File: config.mk
export PLATFORM = sky130hd
export DESIGN_NAME = deq_cell
export DESIGN_NICKNAME = d
export VERILOG_FILES = /design/src/hw/rtl/deq_pkg.sv /design/src/hw/rtl/deq_cell.sv
export SDC_FILE = /design/constraint.sdc
export NUM_CORES = 1
export LEC_CHECK = 0
export BUFFER_PORTS_ARGS = -buffer_cell sky130_fd_sc_hd__buf_2
export CORE_MARGIN = 4
export CORE_UTILIZATION = 38
export DETAILED_ROUTE_END_ITERATION = 8
export GPL_TIMING_DRIVEN = 0
export PLACE_DENSITY_LB_ADDON = 0.08
export SLEW_MARGIN = 20
export SYNTH_ARGS = -nofsm -noshare
export SYNTH_HDL_FRONTEND = slang
export SYNTH_SLANG_ARGS = --single-unit
File: constraint.sdc
create_clock -name clk -period 5.4 [get_ports clk]
set_input_delay 0.81 -clock clk [delete_from_list [all_inputs] [get_ports clk]]
set_output_delay 0.81 -clock clk [all_outputs]
set_load 0.1 [all_outputs]
File: src/hw/rtl/deq_pkg.sv
// Shared types and constants for the double-ended queue.
`default_nettype none
package deq_pkg;

  localparam int DEQ_DEPTH   = 1024;
  localparam int DATA_W      = 32;
  localparam int CNT_FIELD_W = 11;

  localparam logic signed [DATA_W-1:0] VALUE_NONE = -32'sd1;

  typedef enum logic [2:0] {
    MODE_PUSH_FRONT = 3'd0,
    MODE_PUSH_BACK  = 3'd1,
    MODE_POP_FRONT  = 3'd2,
    MODE_POP_BACK   = 3'd3,
    MODE_SIZE       = 3'd4,
    MODE_EMPTY      = 3'd5,
    MODE_FRONT      = 3'd6,
    MODE_BACK       = 3'd7
  } mode_t;

  typedef enum logic [1:0] {
    ST_OK    = 2'd0,
    ST_EMPTY = 2'd1,
    ST_FULL  = 2'd2
  } status_t;

  // What each cell of a chain does this cycle.
  typedef enum logic [1:0] {
    CELL_HOLD  = 2'd0,
    CELL_SHR   = 2'd1,
    CELL_SHL   = 2'd2,
    CELL_LOAD  = 2'd3
  } cell_op_t;

  typedef struct packed {
    cell_op_t                  a_op;
    cell_op_t                  b_op;
    logic signed [DATA_W-1:0]  value;
  } cell_ctl_t;

  typedef struct packed {
    mode_t                     mode;
    logic signed [DATA_W-1:0]  push_value;
  } cmd_t;

  typedef struct packed {
    logic signed [DATA_W-1:0]  value;
    status_t                   status;
    logic [CNT_FIELD_W-1:0]    count;
    logic                      empty_flag;
  } result_t;

endpackage
`default_nettype wire

File: src/hw/rtl/deq_cell.sv
// One cell: one slot of the front-ordered chain and one of the back-ordered chain.
`default_nettype none
module deq_cell #(
  parameter int CNT_W = 11,
  parameter int IDX   = 0
) (
  input  wire logic                                clk,
  input  wire deq_pkg::cell_ctl_t                  ctl,
  input  wire logic [CNT_W-1:0]                    pos,
  input  wire logic signed [deq_pkg::DATA_W-1:0]   a_left,
  input  wire logic signed [deq_pkg::DATA_W-1:0]   a_right,
  input  wire logic signed [deq_pkg::DATA_W-1:0]   b_left,
  input  wire logic signed [deq_pkg::DATA_W-1:0]   b_right,
  output logic signed [deq_pkg::DATA_W-1:0]        a,
  output logic signed [deq_pkg::DATA_W-1:0]        b
);
  import deq_pkg::*;

  logic hit;

  assign hit = (pos == CNT_W'(IDX));

  always_ff @(posedge clk) begin
    case (ctl.a_op)
      CELL_SHR:  a <= a_left;
      CELL_SHL:  a <= a_right;
      CELL_LOAD: if (hit) begin
        a <= ctl.value;
      end
      default: ;
    endcase
    case (ctl.b_op)
      CELL_SHR:  b <= b_left;
      CELL_SHL:  b <= b_right;
      CELL_LOAD: if (hit) begin
        b <= ctl.value;
      end
      default: ;
    endcase
  end

endmodule
`default_nettype wire

==> flow_summary.ini <==
[drt]
drc = 0
drtPass1Iterations = 4
drt.antenna.violating_nets = 0
routed_via_density = 4.93
wl_per_cell_um = 16.8
first_iter_violations = 115
routed_wl_um = 10900
vias = 3207

[logic_synthesis]
ys_warn_count = 0
synth-edff-count = 64
synth_top_cell_area_share = 0.589
syn_nets = 468
avgSynthCellArea_sq_um = 11.2
seq_area_frac_synth = 0.589
synth_cell_types = 18
yosys-top-cells-area = edfxtp_1, mux2i_1, a22oi_1
syn_area_sq_um = 3260
synth-main-ff-cell = edfxtp_1
synth_area_leader_cell = edfxtp_1
synthArstFlopShare = 0
ys_ff_latch = 64
synthCells = 290

[placed_design]
portBuffers = 237
placed_cells = 635
dp_hpwl_um = 8650
placed_area_sq_um = 4670
gp_congestion = 0.792

[power]
vdd.ir_drop.worst_uv = 158
leakage_nw = 2.39
powerDensity_nw_per_um2 = 369

[sta]
rsz0062_at_grt = false
setup_violations = 0
relSlewSlack = 0.605
hold_viol_final = 0
min_period_over_period = 0.425
fmax_mhz = 436
period_minus_slack_ns = 2.29
holdWs_ns = 0.742
tightest_slew_ns = 0.590
maxSlewViolCount = 0
final.setup.tns_ns = 0

[critical_path]
cp_max_fo = 15
worst_setup_path_end_kind = register
cp_num_buf_inv = 3
cp_data_required_time_ns = 5.44
crit_arrival_ns = 2.33
start_kind = primary input
cp_cell_sequence = buf_2 > nor4_1 > nand3_1 > mux2i_4 > buf_8 > buf_16
crit_family = simple AND/OR/NAND/NOR gates
cp_slowest_stage_delay_ns = 0.48
crit_path_top_delay_cell = mux2i_4
criticalPathCategory = primary input to register

[cts]
cts_resized = 0
tritoncts = done
cts_htree_levels = 3
clock-sinks = 64
clockBufferDepth = 2
cts_setup_buffers = 0
numCtsBuffers = 9
root_buffer = clkbuf_8
cts.hold.buffers_added = 0
clk_transition_reported_paths_ns = 0.07

[finish]
n_antenna_cell = 0
drive_above_1_share = 0.505
stdcell_count = 651
multiInputGateArea_sq_um = 1190
final-seq-area_sq_um = 1920
fin_area_sq_um = 4850
syn2layout_area_growth_pct = 48.8
fill_cells = 773
fin_nets = 719

[global_routing]
grt_max_degree = 19
antenna_found_initial = 1
grt_pass1_vias = 3184
grt_util_all_layers = 0.209
overflow = 0
grt_first_pass_wirelength_um = 16100

[floorplanning]
fp.dieH_um = 101
dieWidth_um = 101
rows = 33
core_sq_um = 8300
start_util = 0.393
dieArea_sq_um = 10100
io_pins = 240

[run_status]
status = complete, no violations

[flow_run]
max_cap_violations = 0

[min_path]
min_path_type = primary input to register
[sequential cells by signal (all words and copies together) (netlist names)]
register,count
a,32
b,32
[report_power, final]
part | total (W) | switching, W | internal (W)
clock | 0.000388 | 0.000179 | 0.000209
sequential | 0.000644 | 0.0000153 | 0.000629
combinational | 0.000758 | 0.000614 | 0.000144
total | 0.00179 | 0.000808 | 0.000982
[Yosys cell counts (2+ instances only)]
cell / count
mux2i_1: 33
nand2_1: 64
nor2_1: 33
buf_2: 12
ha_1: 2
nor4_1: 2
buf_12: 3
a21oi_1: 33
edfxtp_1: 64
a22oi_1: 32
buf_4: 4
clkbuf_1: 2
[worst paths after layout]
path,startpoint,endpoint,slack [ns],depth (start not counted)
max,pos[1],a[12],3.11,6
min,a_left[4],a[4],0.74,3
[routing by layer]
metal / global-route usage / share of wire / wire length [um] / up-vias
met5: 0 / 0.0011 / 12 / -
met4: 0.0736 / 0.018 / 201 / 2
met3: 0.0609 / 0.10 / 1110 / 18
met2: 0.371 / 0.52 / 5650 / 161
met1: 0.238 / 0.36 / 3970 / 1462
li1: - / - / - / 1564
[kinds of logic after synthesis]
kind of cell,Yosys count,share of synthesized area
flip-flops,64,0.589
AO/OA/AOI/OAI,65,0.124
buffers and inverters,23,0.0530
adder cells (fa/ha/maj),2,0.00767
AND/OR/NAND/NOR,103,0.124
multiplexers,33,0.101
[metrics by stage]
stage               setup WS [ns]  total power, W  utilization
global placement            0.707         0.00140        0.552
global route                 3.01         0.00185        0.585
CTS                          3.11         0.00181        0.585
finish                       3.11         0.00179        0.585
detailed placement           2.76         0.00142        0.563
floorplan                    2.09         0.00125            -
[layout make-up]
| class | instances | share of cell area |
|---|---|---|
| Sequential cell | 64 | 0.396 |
| Timing Repair Buffer | 240 | 0.259 |
| Clock inverter | 5 | 0.00980 |
| Clock buffer | 11 | 0.0271 |
| Multi-Input combinational cell | 203 | 0.245 |
| Buffer | 22 | 0.0348 |
| Inverter | 1 | 0.000774 |
| Tap cell | 105 | 0.0271 |
[cell usage in the layout (no fill, tap or decap), drive strengths merged]
cell | synthesis | routed
a21oi | 33 | 33
a22oi | 32 | 32
and2 | 1 | 1
buf | 20 | 260
bufinv | 0 | 1
clkbuf | 2 | 13
clkinv | 0 | 4
edfxtp | 64 | 64
ha | 2 | 2
inv | 1 | 1
mux2i | 33 | 33
nand2 | 64 | 64
nand3 | 1 | 1
nor2 | 34 | 34
nor3 | 1 | 1
nor4 | 2 | 2
(Power assumes the default switching activity.)
