**src/hw/rtl/deq_pkg.sv**
```systemverilog
// Shared types and constants for the double-ended queue.
`default_nettype none
package deq_pkg;

  localparam int DEQ_DEPTH   = 1024;
  localparam int DATA_W      = 32;
  localparam int CNT_FIELD_W = 11;

  localparam logic signed [DATA_W-1:0] VALUE_NONE = -32'sd1;

  typedef enum logic [2:0] {
    MODE_PUSH_FRONT = 3'd0,
    MODE_PUSH_BACK  = 3'd1,
    MODE_POP_FRONT  = 3'd2,
    MODE_POP_BACK   = 3'd3,
    MODE_SIZE       = 3'd4,
    MODE_EMPTY      = 3'd5,
    MODE_FRONT      = 3'd6,
    MODE_BACK       = 3'd7
  } mode_t;

  typedef enum logic [1:0] {
    ST_OK    = 2'd0,
    ST_EMPTY = 2'd1,
    ST_FULL  = 2'd2
  } status_t;

  // What each cell of a chain does this cycle.
  typedef enum logic [1:0] {
    CELL_HOLD  = 2'd0,
    CELL_SHR   = 2'd1,
    CELL_SHL   = 2'd2,
    CELL_LOAD  = 2'd3
  } cell_op_t;

  typedef struct packed {
    cell_op_t                  a_op;
    cell_op_t                  b_op;
    logic signed [DATA_W-1:0]  value;
  } cell_ctl_t;

  typedef struct packed {
    mode_t                     mode;
    logic signed [DATA_W-1:0]  push_value;
  } cmd_t;

  typedef struct packed {
    logic signed [DATA_W-1:0]  value;
    status_t                   status;
    logic [CNT_FIELD_W-1:0]    count;
    logic                      empty_flag;
  } result_t;

endpackage
`default_nettype wire

```
**src/hw/rtl/deq_ctrl.sv**
```systemverilog
// Command decode, entry count and result register for the deque.
`default_nettype none
module deq_ctrl #(
  parameter int DEPTH = deq_pkg::DEQ_DEPTH,
  parameter int CNT_W = $clog2(DEPTH + 1)
) (
  input  wire logic                                clk,
  input  wire logic                                rst,
  input  wire logic                                accept,
  input  wire deq_pkg::cmd_t                       cmd,
  input  wire logic signed [deq_pkg::DATA_W-1:0]   front_data,
  input  wire logic signed [deq_pkg::DATA_W-1:0]   back_data,
  output deq_pkg::cell_ctl_t                       ctl,
  output logic [CNT_W-1:0]                         pos,
  output logic                                     done,
  output deq_pkg::result_t                         result
);
  import deq_pkg::*;

  logic [CNT_W-1:0]          count;
  logic [CNT_W-1:0]          count_next;
  logic                      full;
  logic                      none;
  logic signed [DATA_W-1:0]  rvalue;
  status_t                   rstatus;

  assign full = (count == CNT_W'(DEPTH));
  assign none = (count == '0);
  assign pos  = count;

  always_comb begin
    ctl.a_op   = CELL_HOLD;
    ctl.b_op   = CELL_HOLD;
    ctl.value  = cmd.push_value;
    count_next = count;
    rvalue     = '0;
    rstatus    = ST_OK;
    if (accept) begin
      case (cmd.mode)
        MODE_PUSH_FRONT: begin
          if (full) begin
            rstatus = ST_FULL;
          end else begin
            ctl.a_op   = CELL_SHR;
            ctl.b_op   = CELL_LOAD;
            count_next = count + CNT_W'(1);
          end
        end
        MODE_PUSH_BACK: begin
          if (full) begin
            rstatus = ST_FULL;
          end else begin
            ctl.a_op   = CELL_LOAD;
            ctl.b_op   = CELL_SHR;
            count_next = count + CNT_W'(1);
          end
        end
        MODE_POP_FRONT, MODE_FRONT: begin
          if (none) begin
            rvalue  = VALUE_NONE;
            rstatus = ST_EMPTY;
          end else begin
            rvalue = front_data;
            if (cmd.mode == MODE_POP_FRONT) begin
              ctl.a_op   = CELL_SHL;
              count_next = count - CNT_W'(1);
            end
          end
        end
        MODE_POP_BACK, MODE_BACK: begin
          if (none) begin
            rvalue  = VALUE_NONE;
            rstatus = ST_EMPTY;
          end else begin
            rvalue = back_data;
            if (cmd.mode == MODE_POP_BACK) begin
              ctl.b_op   = CELL_SHL;
              count_next = count - CNT_W'(1);
            end
          end
        end
        default: ;
      endcase
    end
  end

  always_ff @(posedge clk) begin
    if (rst) begin
      count <= '0;
      done  <= 1'b0;
    end else begin
      count <= count_next;
      done  <= accept;
    end
  end

  always_ff @(posedge clk) begin
    if (accept) begin
      result.value      <= rvalue;
      result.status     <= rstatus;
      result.count      <= CNT_FIELD_W'(count_next);
      result.empty_flag <= (count_next == '0);
    end
  end

endmodule
`default_nettype wire

```
**config.mk**
```make
export PLATFORM = sky130hd
export DESIGN_NAME = deq_ctrl
export DESIGN_NICKNAME = d
export VERILOG_FILES = /design/src/hw/rtl/deq_pkg.sv /design/src/hw/rtl/deq_ctrl.sv
export SDC_FILE = /design/constraint.sdc
export NUM_CORES = 1
export LEC_CHECK = 0
export BUFFER_PORTS_ARGS = -buffer_cell sky130_fd_sc_hd__buf_4
export CAP_MARGIN = 0
export CORE_ASPECT_RATIO = 0.9
export CORE_MARGIN = 2
export CORE_UTILIZATION = 40
export DETAILED_ROUTE_END_ITERATION = 10
export PLACE_DENSITY = 0.77
export SLEW_MARGIN = 25
export SYNTH_ARGS = -nofsm -noshare
export SYNTH_HDL_FRONTEND = slang
export SYNTH_SLANG_ARGS = --single-unit
export TNS_END_PERCENT = 100
```
**constraint.sdc**
```tcl
create_clock -name clk -period 2.9 [get_ports clk]
set_input_delay 0.58 -clock clk [delete_from_list [all_inputs] [get_ports clk]]
set_output_delay 0.58 -clock clk [all_outputs]
set_load 0.05 [all_outputs]
```
==> impl_metrics.tcl <==
set metrics [dict create \
    finalSetupViolations 0 \
    worstHoldStart "rst" \
    portBuffers 131 \
    worstPathCellList "or4_4 > or3_1 > a31oi_1 > nor2_2 > buf_4" \
    yosys_warnings 0 \
    wl_per_cell_microns 17.7 \
    vdd_drop_max_uv 592 \
    via_per_inst 5.40 \
    die_h_microns 90.1 \
    crit_path_top_delay_cell "or4_4" \
    cts_hold_buf 0 \
    coreArea_sq_mm 0.00803 \
    synth-main-ff-cell "edfxtp_1" \
    syn_inst 316 \
    insertion_delay_ns 0.33 \
    end_kind "output pin" \
    ys_ff_latch 58 \
    io_pins 196 \
    fmax_mhz 353 \
    layout_commonest_cell "buf_4" \
    drt_iter0_drc 148 \
    required_ns 2.32 \
    final_core_utilization 0.550 \
    syn-mean-instance-area_sq_um 10.4 \
    ys_types 49 \
    clock_skew_ns 0.00786 \
    period_needed_ns 2.83 \
    gp_congestion 0.938 \
    hold_path.class "input pin to flop" \
    reg2reg_from "pos[1]" \
    grt_max_degree 35 \
    dp_hpwl_microns 6830 \
    final_cells 521 \
    grt_pass1_vias 2644 \
    crit_path_start "pos[8]" \
    relSlewSlack 0.605 \
    fp.dieArea_sq_mm 0.00899 \
    ant_nets 0 \
    die_w_microns 99.7 \
    fill_cells 745 \
    critPathArrivalTime_ns 2.25 \
    via_count 2813 \
    cts_tree "built" \
    critPathKind "flop to output pin" \
    crit_buf_inv 1 \
    cap_violations 0 \
    final_cell_mix "buf_4 (146), edfxtp_1 (46), a21oi_1 (36)" \
    routed_wl_microns 9210 \
    max_stage_delay_ns 0.61 \
    grt_first_pass_wirelength_microns 13800 \
    start_util 0.411 \
    path_clk_slew_ns 0.07 \
    grt-ovfl-total 0 \
    syn_area_sq_mm 0.00330 \
    htree_levels 3 \
    rsz0062_at_grt "true" \
    synth_edf_count 46 \
    holdWs_ns 0.524 \
    critPathTopFamily "simple AND/OR/NAND/NOR gates" \
    worstMarginPinSlew_ns 0.589 \
    root_buffer "clkbuf_8" \
    placedCellCount 503 \
    finalHoldViolCount 0 \
    fp-row-count 31 \
    fin_crit_sh 0.977 \
    async_reset_ff_frac 0 \
    nets 522 \
    ys_seq_area_frac 0.492 \
    groute.usage.overall 0.198 \
    antenna_found_initial 0 \
    dr.pass1.iters 5 \
    outcome "complete, no violations" \
    p_per_area_mw_per_mm2 1190 \
    finalPower_mw 5.24 \
    area.growth.synth_to_final_pct 33.9 \
    clock_path_buffers 2 \
    diodes 0 \
    cts_made_buffers 9 \
    cp_max_fo 8 \
    syn_nets 421 \
    power.leakage_nw 1.98 \
    start_kind "flop" \
    cts.sinks 58 \
    post-route-drc-count 0 \
    drive_gt1_frac 0.412 \
    drv_slew 0 \
]
==> final cells by class <==
type	count	area, sq um	area share
sequential	58	1620	0.368
multi-input combinational	186	1290	0.293
timing repair buffer	146	1100	0.248
clock buffer	11	141	0.0320
tap	99	124	0.0281
clock inverter	5	78.8	0.0179
inverter	16	60.1	0.0136
==> final timing paths <==
check | endpoint | slack (ns) | cells after the start
setup / recovery | ctl[35] | 0.07 | 5
hold / removal | pos[2] | 0.52 | 2
setup reg to reg | result[0] | 0.34 | 9
hold reg to reg | pos[9] | 0.64 | 2
==> routing by layer <==
metal  wire length [microns]  global-route usage
met1                    3780               0.263
met2                    4420               0.306
met3                     759              0.0568
met4                     257              0.0788
met5                       0                   0
==> registers in the layout, summed over array words and instances, names as in the netlist <==
signal	cells
done	1
pos	11
result	46
==> worst reg2reg max path: stages, from the launching register on <==
cell and delay [ns]:
dfxtp_1 0.58, inv_1 0.12, ha_1 0.24, nand2b_1 0.18, o31ai_4 0.13, buf_4 0.17
o311ai_0 0.34, and4b_1 0.30, nand4b_1 0.16, nor4_2 0.16
==> metrics by stage <==
stage	setup TNS, ns	setup WS (ns)	instance area [sq um]
global route	-0.000559	-0.000559	4420
finish	0	0.0667	4420
CTS	0	0.0467	4390
global placement	0	0.315	4170
detailed placement	0	0.281	4170
floorplan	0	0.109	3300
==> what timing repair did <==
| item | CTS | global route |
|---|---|---|
| gates resized for setup | 2 | 2 |
| hold endpoints to repair | 0 | 0 |
| endpoints found under the setup margin | 2 | 2 |
| pin swaps | 0 | 3 |
| cloned | 0 | 0 |
| setup buffers | 0 | 2 |
==> kinds of logic after synthesis <==
| logic type | after synthesis | synth area share |
|---|---|---|
| AOI/OAI and AO/OA | 60 | 0.115 |
| DFF | 58 | 0.492 |
| xor gates and xnor gates | 6 | 0.0159 |
| muxes | 35 | 0.107 |
| adders and majority gates | 3 | 0.0114 |
| and+or+nand+nor | 82 | 0.138 |
| buffers and inverters | 72 | 0.122 |
==> cells in the mapped netlist, drive strengths merged (2+ instances only) <==
master | n | area (sq um)
edfxtp | 46 | 1380
buf | 37 | 270
a21oi | 36 | 180
mux2i | 34 | 340
clkbuf | 19 | 71.3
nor2 | 18 | 67.6
inv | 16 | 60.1
dfxtp | 12 | 240
nand2 | 11 | 41.3
nor3 | 9 | 50.1
nand3 | 7 | 40.0
nand4 | 7 | 43.8
xnor2 | 6 | 52.6
nor2b | 5 | 31.3
a31oi | 4 | 25.0
nand2b | 4 | 25.0
nor4 | 4 | 31.3
or3 | 4 | 25.0
or4 | 4 | 30.0
ha | 3 | 37.5
o21ai | 3 | 15.0
o31ai | 3 | 41.3
o41ai | 3 | 26.3
and3 | 2 | 12.5
nand4b | 2 | 17.5
o311ai | 2 | 17.5
o32ai | 2 | 17.5
or2 | 2 | 12.5
==> where the power goes <==
| part | internal [mW] | total, mW | leakage (nW) | switching (mW) |
|---|---|---|---|---|
| Clock | 0.506 | 0.827 | 0.113 | 0.321 |
| Combinational | 0.987 | 3.01 | 1.30 | 2.02 |
| Sequential | 1.26 | 1.41 | 0.562 | 0.144 |
(Power assumes the default switching activity.)
